--- config.mk ---
export PLATFORM = sky130hd
export DESIGN_NAME = pfa_ctrl
export DESIGN_NICKNAME = d
export VERILOG_FILES = /design/src/design/pfa_pkg.sv /design/src/design/pfa_ctrl.sv
export SDC_FILE = /design/constraint.sdc
export NUM_CORES = 1
export LEC_CHECK = 0
export BUFFER_PORTS_ARGS = -buffer_cell sky130_fd_sc_hd__buf_4
export CAP_MARGIN = 15
export CORE_MARGIN = 2
export CORE_UTILIZATION = 25
export CTS_BUF_LIST = sky130_fd_sc_hd__clkbuf_2 sky130_fd_sc_hd__clkbuf_4 sky130_fd_sc_hd__clkbuf_8
export DETAILED_ROUTE_END_ITERATION = 7
export GPL_TIMING_DRIVEN = 0
export HOLD_SLACK_MARGIN = 0.02
export PLACE_DENSITY = 0.61
export SLEW_MARGIN = 20
export SYNTH_ARGS = -nofsm -noshare
export SYNTH_HDL_FRONTEND = slang
export SYNTH_SLANG_ARGS = --single-unit
export TNS_END_PERCENT = 50
--- constraint.sdc ---
create_clock -name clk -period 1.1 [get_ports clk]
set_input_delay 0.055 -clock clk [delete_from_list [all_inputs] [get_ports clk]]
set_output_delay 0.055 -clock clk [all_outputs]
set_load 0.01 [all_outputs]
--- src/design/pfa_pkg.sv ---
// shared types, constants and codes for the page frame allocator
package pfa_pkg;

    localparam int PAGES     = 4096;
    localparam int MAX_RUN   = 256;
    localparam int REF_BITS  = 16;
    localparam int PAGE_W    = $clog2(PAGES);
    localparam int CNT_W     = $clog2(PAGES + 1);
    localparam int STATE_W   = 3;
    localparam int BND_RESET = 256;

    localparam logic [2:0] OP_SET   = 3'd0;
    localparam logic [2:0] OP_ALLOC = 3'd1;
    localparam logic [2:0] OP_ADD   = 3'd2;
    localparam logic [2:0] OP_FREE  = 3'd3;
    localparam logic [2:0] OP_QUERY = 3'd4;

    localparam logic [2:0] ST_UNSET  = 3'd0;
    localparam logic [2:0] ST_USABLE = 3'd2;
    localparam logic [2:0] ST_SYSTEM = 3'd4;
    localparam logic [2:0] ST_ALLOC  = 3'd5;

    localparam logic [2:0] RS_OK      = 3'd0;
    localparam logic [2:0] RS_NOROOM  = 3'd1;
    localparam logic [2:0] RS_REGION  = 3'd2;
    localparam logic [2:0] RS_ILLEGAL = 3'd3;
    localparam logic [2:0] RS_NONE    = 3'd4;

    typedef struct packed {
        logic [2:0]  opcode;
        logic [11:0] page;
        logic [8:0]  run_length;
        logic        want_dma;
        logic        at_fixed_page;
        logic [2:0]  new_state;
    } pfa_req_t;

    typedef struct packed {
        logic [2:0]  status;
        logic [11:0] found_page;
        logic [2:0]  page_state;
        logic [15:0] page_refs;
        logic [12:0] usable_pages;
        logic [12:0] total_pages;
    } pfa_rsp_t;

    typedef enum logic [3:0] {
        S_CLEAR,
        S_IDLE,
        S_DECODE,
        S_CHK_RD,
        S_CHK_EV,
        S_WR_RD,
        S_WR_EV,
        S_FIN_RD,
        S_FIN_EV,
        S_OUT
    } pfa_state_t;

    // controller to datapath
    typedef struct packed {
        logic clr_step;
        logic load;
        logic decode;
        logic chk_start;
        logic chk_step;
        logic wr_start;
        logic wr_step;
        logic fin_rd;
        logic fin_cap;
        logic out_load;
    } pfa_cmd_t;

    // datapath to controller
    typedef struct packed {
        logic clr_done;
        logic dec_check;
        logic chk_fail;
        logic chk_last;
        logic chk_found;
        logic chk_none;
        logic wr_last;
    } pfa_sts_t;

    function automatic logic is_ram(input logic [2:0] s);
        return (s == ST_USABLE) || (s == ST_SYSTEM) || (s == ST_ALLOC);
    endfunction

endpackage

--- src/design/pfa_ctrl.sv ---
// sequencing state machine for clear, check, update and response
module pfa_ctrl
    import pfa_pkg::*;
(
    input  logic      clk,
    input  logic      rst_n,
    input  logic      in_fire,
    input  logic      out_busy,
    input  pfa_sts_t  sts,
    output pfa_cmd_t  cmd,
    output logic      idle,
    output logic      out_set
);

    pfa_state_t state_reg, state_next;

    always_ff @(posedge clk or negedge rst_n)
    begin
        if (!rst_n)
            state_reg <= S_CLEAR;
        else
            state_reg <= state_next;
    end

    always_comb
    begin
        state_next = state_reg;
        case (state_reg)
            S_CLEAR:  if (sts.clr_done) state_next = S_IDLE;
            S_IDLE:   if (in_fire) state_next = S_DECODE;
            S_DECODE: state_next = sts.dec_check ? S_CHK_RD : S_FIN_RD;
            S_CHK_RD: state_next = S_CHK_EV;
            S_CHK_EV:
            begin
                if (sts.chk_found)
                    state_next = S_WR_RD;
                else if (sts.chk_last || (sts.chk_fail && sts.chk_none))
                    state_next = S_FIN_RD;
            end
            S_WR_RD:  state_next = S_WR_EV;
            S_WR_EV:  if (sts.wr_last) state_next = S_FIN_RD;
            S_FIN_RD: state_next = S_FIN_EV;
            S_FIN_EV: state_next = S_OUT;
            S_OUT:    if (!out_busy) state_next = S_IDLE;
            default:  state_next = S_IDLE;
        endcase
    end

    always_comb
    begin
        cmd     = '0;
        idle    = 1'b0;
        out_set = 1'b0;
        case (state_reg)
            S_CLEAR:  cmd.clr_step = 1'b1;
            S_IDLE:
            begin
                idle     = 1'b1;
                cmd.load = in_fire;
            end
            S_DECODE: cmd.decode = 1'b1;
            S_CHK_RD: cmd.chk_start = 1'b1;
            S_CHK_EV: cmd.chk_step = 1'b1;
            S_WR_RD:  cmd.wr_start = 1'b1;
            S_WR_EV:  cmd.wr_step = 1'b1;
            S_FIN_RD: cmd.fin_rd = 1'b1;
            S_FIN_EV: cmd.fin_cap = 1'b1;
            S_OUT:
            begin
                cmd.out_load = !out_busy;
                out_set      = !out_busy;
            end
            default:  cmd = '0;
        endcase
    end

endmodule

### Word level (Yosys, flattened, before mapping)

Cells that the tools add are included.

| storage, ports and cells | value |
|---|---|
| register bits | 4 |
| input port bits | 11 |
| output and inout bits | 12 |
| word-level logic and storage cells | 39 |

| operators by class | value |
|---|---|
| equality and inequality tests | 14 |
| mux-type cells | 19 |
| reductions and logical operators | 5 |

Operators with widths:

| cell | number |
|---|---|
| 4-bit case mux with 10 select lines | 1 |
| 4-bit two-way mux | 6 |
| 4-bit by 3-bit equality test with 1-bit output, second input constant | 4 |
| 1-bit two-way mux | 11 |
| 4-bit by 2-bit equality test with 1-bit output, second input constant | 2 |
| 4-bit equality test, second input constant | 2 |
| 2-bit inequality test, second input constant | 4 |
| 5-bit AND reduction | 1 |
| 4-bit by 1-bit equality test with 1-bit output, second input constant | 1 |
| 4-bit zero test | 1 |
| 3-bit two-way mux | 1 |
| 3-bit inequality test, second input constant | 1 |
| 1-bit logical AND | 1 |
| 1-bit zero test | 1 |
| 1-bit logical OR | 1 |

### Logic depth before layout (Yosys ltp)

Gate-level depths: netlist of the first run.

| depth | value |
|---|---|
| word-level depth | 5 |
| mapped depth | 5 |
| depth with buffers taken out | 4 |

### Worst setup path before layout of the first run

No wires, ideal clock.

| path | value |
|---|---|
| path type | register to output |
| start | register state_reg[2] |
| end | output port cmd[0] (netlist bit) |
| data arrival time | 1.250 ns |
| required time | 1.045 ns |
| slack | -0.205 ns |
| cell stages (with the launch flop) | 6 |
| path buffers | 2 |
| cells stage by stage | dfrtp_1 > buf_6 > inv_1 > nand2_1 > nor3_1 > buf_4 |

| between the ends | value |
|---|---|
| longest elaborated chain between the ends | 2 |

RTL lines:

| element | RTL line | text |
|---|---|---|
| start: declaration | pfa_ctrl.sv:15 | `pfa_state_t state_reg, state_next;` |
| start signal: assignment | pfa_ctrl.sv:22 | `state_reg <= state_next;` |
| 4-bit equality test | - |  |
| 1-bit two-way mux | - |  |
| end: declaration | pfa_ctrl.sv:10 | `output pfa_cmd_t cmd,` |

No other way between the ends.

==> results.ini, run 1 <==
[layout]
final_area_um2 = 872.1
largest_register_ffs = 4
multi_input_area_um2 = 320.3
fin_nets = 101
drive_above_1_share = 0.7727
syn_to_final_growth_pct = 129.3
fill_cells = 135
ff_latch_area_um2 = 101.3
num_antenna_cells = 0
layoutNonFillerInstCount = 104

[placed_design]
place_area_um2 = 576.8
dp_hpwl_um = 811.5
port_buffers = 22
placed_cells = 85
place.gp.congestion = 0.7792

[yosys]
synth_cells = 47
ys_seq_area_frac = 0.2632
yosysTopAreaCell = dfrtp_1
ys_top_cells_by_count = 7 x nor2_1, 6 x nand2_1, 4 x dfrtp_1, 4 x nor3_1, 3 x buf_2
ys_warn_count = 0
synth_ff_type = dfrtp_1
syn_avg_cell_area_um2 = 8.093
ys_top_cells_by_area = dfrtp_1 26%, nor2_1 6.9%, nand2_1 5.9%, nor3_1 5.3%, nor3_2 5.3%
synth_fp_nets = 58
synth_top_area_share = 0.2632
ys_types = 25
synthArstFlopShare = 1.000
synth_area_um2 = 380.4
synth_edf_count = 0
post-synth-top-count-cell = nor2_1
ys_ff_latch = 4

[clocking]
clock_path_buffers = 2
clk_latency_ps = 240
cts_tree = yes
clk_transition_reported_paths_ps = 40
cts.sinks = 4
htreeDepth = 1
cts-root-buf = clkbuf_4
numCtsBuffers = 3

[setup_path]
crit_end = cmd[8]
crit_type = flip-flop to primary output
rr_startpoint = state_reg[2]
arrival_ps = 1300
crit_fanout = 5
ff2ff_setup_slack_ps = -210
cp.required_ps = 1040
startpoint = state_reg[2]
endpoint_kind = primary output
start_kind = flip-flop
regToRegEndpoint = state_reg[1]
rr_worst_depth = 6

[drt]
avgViaCountPerCell = 5.135
firstDrtPassIters = 4
ant_nets = 0
drc_errors = 0
wl_mm = 1.502
wl_per_cell_um = 14.44
initialDrtViolationCount = 8
vias = 534

[global_routing]
grt_use_met1 = 0.1881
grt_pass1_wl_mm = 2.221
grt_pass1_vias = 514
globalRouteOverflowTotal = 0
antenna_found_initial = 0
top_usage_layer = met2
grtUsageTotal = 0.1664
grt_max_degree = 11
grt_util_met2 = 0.2818
use_met3 = 0.01702

[floorplanning]
die_area_um2 = 1849
die_height_um = 43.01
num_io_pins = 23
start_util = 0.2585
rows = 14
die_x_um = 43.01
core-area_um2 = 1471

[flow_run]
cap_violations = 0

[power_and_ir_drop]
report.power.total_mw = 2.674
p_per_area_nw_per_um2 = 3066
max-vdd-ir-drop_mv = 1.564
leakage_nw = 0.4056

[sta]
finalSetupViolations = 16
fin_crit_ps = 1358
clock_skew_ps = 1.119
final_max_slew_viol_count = 0
worst_slew_pin_slew_ps = 242.8
worst_slack_ps = -257.9
clock.fmax_ghz = 0.7364
post-route-period-util = 1.234
hold_viol_final = 0
rsz0062_at_grt = yes
slew_headroom = 0.8368

[hold_path]
hold_class = input pin to flip-flop
min_from = sts[0]

[outcome]
violations = setup timing
outcome = finished with violations

repair_timing:
action	4_1_cts	5_1_grt
gates resized for setup	23	17
hold buffers	1	0
buffers inserted	10	4
endpoints found under the hold margin	4	0
pin swaps	10	6
cloned	1	0
endpoints found under the setup margin	16	15
placed cells by master, fill, tap and decap left out, drive strengths merged:
master,count
a311oi,1
dlygate4sd3,1
o32ai,1
a21oi,1
o211ai,1
nor4,2
o2bb2ai,1
and2,1
nor2,7
dfrtp,4
nor3,6
nand2,6
o2111ai,1
nand2b,1
and3,1
nor4b,1
buf,42
clkinv,1
a41oi,1
clkbuf,3
inv,3
a211oi,1
a31oi,1
metrics by stage:
| stage | setup slack (ps) | hold WS, ps | util | TNS (ps) |
|---|---|---|---|---|
| 2_1_floorplan | -122.6 | -240.6 | - | -433.0 |
| 3_3_place_gp | -166.6 | -145.2 | 0.3920 | -830.5 |
| 3_5_place_dp | -180.1 | -141.6 | 0.3920 | -1015 |
| 4_1_cts | -294.7 | 86.09 | 0.5264 | -2737 |
| 5_1_grt | -305.9 | 128.0 | 0.5927 | -3613 |
| 6_report | -257.9 | 110.7 | 0.5927 | -2756 |
cell type report:
cell class,instances,share of cell area
Clock buffer,3,0.02582
Buffer,5,0.06026
Sequential cell,4,0.1162
Timing Repair Buffer,38,0.3759
Tap cell,16,0.02296
Inverter,4,0.03156
Multi-Input combinational cell,34,0.3673
cells by family (layout without fill, tap and decap cells):
| logic type | Yosys count | after routing | synth area share |
|---|---|---|---|
| flip-flops | 4 | 4 | 0.2632 |
| AO/OA/AOI/OAI | 9 | 9 | 0.2171 |
| AND/OR/NAND/NOR | 25 | 25 | 0.3915 |
| buffers and inverters | 9 | 50 | 0.1283 |
report_power, final:
group | leakage, nW | switching, mW | internal (mW)
sequential | 0.0473 | 0.0558 | 0.231
combinational | 0.344 | 1.08 | 1.11
clock | 0.0138 | 0.0713 | 0.123
total | 0.406 | 1.21 | 1.46
per-layer routing:
layer  part of all wire  vias to the layer above
li1                   -                      253
met1               0.41                      255
met2               0.51                       22
met3              0.054                        4
met4              0.030                        0
met5                  0                        -
worst min path at each step:
stage | end | slack (ps) | cells past startpoint
after detailed placement | state_reg[0] | -140 | 1
after global placement | state_reg[0] | -150 | 1
after floorplan | state_reg[0] | -240 | 0
after global routing | state_reg[1] | 130 | 3
final | state_reg[1] | 110 | 3
after CTS | state_reg[1] | 90 | 3
critical path: stages (launching register included):
cell and delay, ps:
dfrtp_1 380, buf_6 130, buf_8 120, nor3_4 170, and2_4 160, buf_6 90
No activity file was read; power rests on OpenSTA's default activity.
==> run 2, diff against run 1 <==
--- a/config.mk
+++ b/config.mk
@@ -7,13 +7,14 @@
 export LEC_CHECK = 0
 export BUFFER_PORTS_ARGS = -buffer_cell sky130_fd_sc_hd__buf_4
 export CAP_MARGIN = 15
-export CORE_MARGIN = 2
-export CORE_UTILIZATION = 25
+export CORE_AREA = 2 2 39 41
 export CTS_BUF_LIST = sky130_fd_sc_hd__clkbuf_2 sky130_fd_sc_hd__clkbuf_4 sky130_fd_sc_hd__clkbuf_8
 export DETAILED_ROUTE_END_ITERATION = 7
+export DIE_AREA = 0 0 41 43
 export GPL_TIMING_DRIVEN = 0
 export HOLD_SLACK_MARGIN = 0.02
-export PLACE_DENSITY = 0.61
+export PLACE_DENSITY = 0.67
+export SETUP_SLACK_MARGIN = 0.4
 export SLEW_MARGIN = 20
 export SYNTH_ARGS = -nofsm -noshare
 export SYNTH_HDL_FRONTEND = slang
==> results.ini, run 2 (synthesized netlist as in run 1, its figures left out) <==
[outcome]
outcome = finished with violations
violations = setup timing

[sta]
fin_tns_setup_ps = -2788
worst_slew_pin_slew_ps = 225.6
timing.hold.ws_ps = 92.65
post-route-period-util = 1.272
finalSetupViolations = 15
hold_viol_final = 0
final_max_slew_viol_count = 0
clock_skew_ps = 8.149
slew_headroom = 0.8486
clock.fmax_ghz = 0.7150
rsz0062_at_grt = yes
worst_slack_ps = -298.7
fin_crit_ps = 1399

[floorplanning]
core-area_um2 = 1384
num_io_pins = 23
start_util = 0.2749
die_height_um = 43
die_area_um2 = 1763
die_x_um = 41
rows = 14

[setup_path]
start_kind = flip-flop
arrival_ps = 1340
ff2ff_setup_slack_ps = -180
crit_type = flip-flop to primary output
regToRegEndpoint = state_reg[1]
crit_fanout = 4
rr_startpoint = state_reg[3]
endpoint_kind = primary output
cp.required_ps = 1040
rr_worst_depth = 5

[placed_design]
dp_hpwl_um = 785.7
place_area_um2 = 593.1
place.gp.congestion = 0.7955
port_buffers = 22
place_ws_ps = -179.8

[layout]
final_common_cell = buf_4
fill_cells = 127
final_area_um2 = 843.3
largest_register_ffs = 4
num_antenna_cells = 0
drive_above_1_share = 0.7674
multi_input_area_um2 = 329.1
ff_latch_area_um2 = 101.3
layout_common_cells = 28 x buf_4, 10 x buf_6, 5 x clkbuf_4
fin_nets = 98
syn_to_final_growth_pct = 121.7

[clocking]
clock_path_buffers = 2
clk_latency_ps = 240
clk_transition_reported_paths_ps = 40
numCtsBuffers = 3
cts_tree = yes
cts-root-buf = clkbuf_4
htreeDepth = 1
cts.sinks = 4

[global_routing]
antenna_found_initial = 0
grt_max_degree = 11
globalRouteOverflowTotal = 0
grt_pass1_wl_mm = 2.035
grtUsageTotal = 0.1722
grt_pass1_vias = 484

[drt]
initialDrtViolationCount = 15
vias = 516
ant_nets = 0
firstDrtPassIters = 4
avgViaCountPerCell = 5.059
wl_per_cell_um = 14.30
drc_errors = 0
wl_mm = 1.459

[hold_path]
holdPathEnd = state_reg[1]
hold_depth = 3
hold_class = input pin to flip-flop
min_from = sts[0]

[power_and_ir_drop]
p_per_area_nw_per_um2 = 3022
max-vdd-ir-drop_mv = 1.484
leakage_nw = 0.3975

[flow_run]
cap_violations = 0

==> run 2: how the worst max path moves through the flow <==
stage / from / end / slack (ps) / depth (start not counted)
2_1_floorplan: state_reg[3] / state_reg[1] / -110 / 5
3_3_place_gp: state_reg[2] / cmd[0] / -150 / 6
3_5_place_dp: state_reg[0] / state_reg[1] / -180 / 5
4_1_cts: state_reg[1] / cmd[8] / -260 / 6
5_1_grt: state_reg[2] / cmd[8] / -330 / 5
6_report: state_reg[2] / cmd[8] / -300 / 5
==> run 2: worst max-delay path: stages (launching register included) <==
cell and delay, ps:
dfrtp_1 380, buf_6 140, buf_4 140, nor3_4 190
and2_4 170, buf_6 90
==> run 2: layer usage <==
metal	wire length (µm)	vias to the layer above	GRT usage
li1	-	249	-
met1	525	237	0.2273
met2	807	26	0.2500
met3	99	4	0.05236
met4	26	0	0.07333
met5	0	-	0
==> run 2: cell type report <==
| type | instances | share of cell area |
|---|---|---|
| Sequential cell | 4 | 0.1202 |
| Inverter | 4 | 0.02671 |
| Buffer | 5 | 0.05786 |
| Tap cell | 16 | 0.02374 |
| Multi-Input combinational cell | 34 | 0.3902 |
| Clock buffer | 4 | 0.03561 |
| Timing Repair Buffer | 35 | 0.3457 |
==> run 2: what timing repair did <==
item,CTS,global route
hold buffers,1,0
resized for setup,17,13
endpoints found under the setup margin,16,16
setup buffers,11,1
endpoints found under the hold margin,4,0
pin swaps,4,9
==> run 2: where the power goes <==
group / internal, mW / switching (mW)
sequential: 0.231 / 0.0436
combinational: 0.988 / 1.06
clock: 0.161 / 0.0687
==> run 2: metrics by stage <==
stage	utilization	power, mW	cells
3_3_place_gp	0.4286	1.515	85
6_report	0.6094	2.549	102
3_5_place_dp	0.4286	1.529	85
2_1_floorplan	-	1.154	47
5_1_grt	0.6094	2.702	102
4_1_cts	0.5597	2.257	101
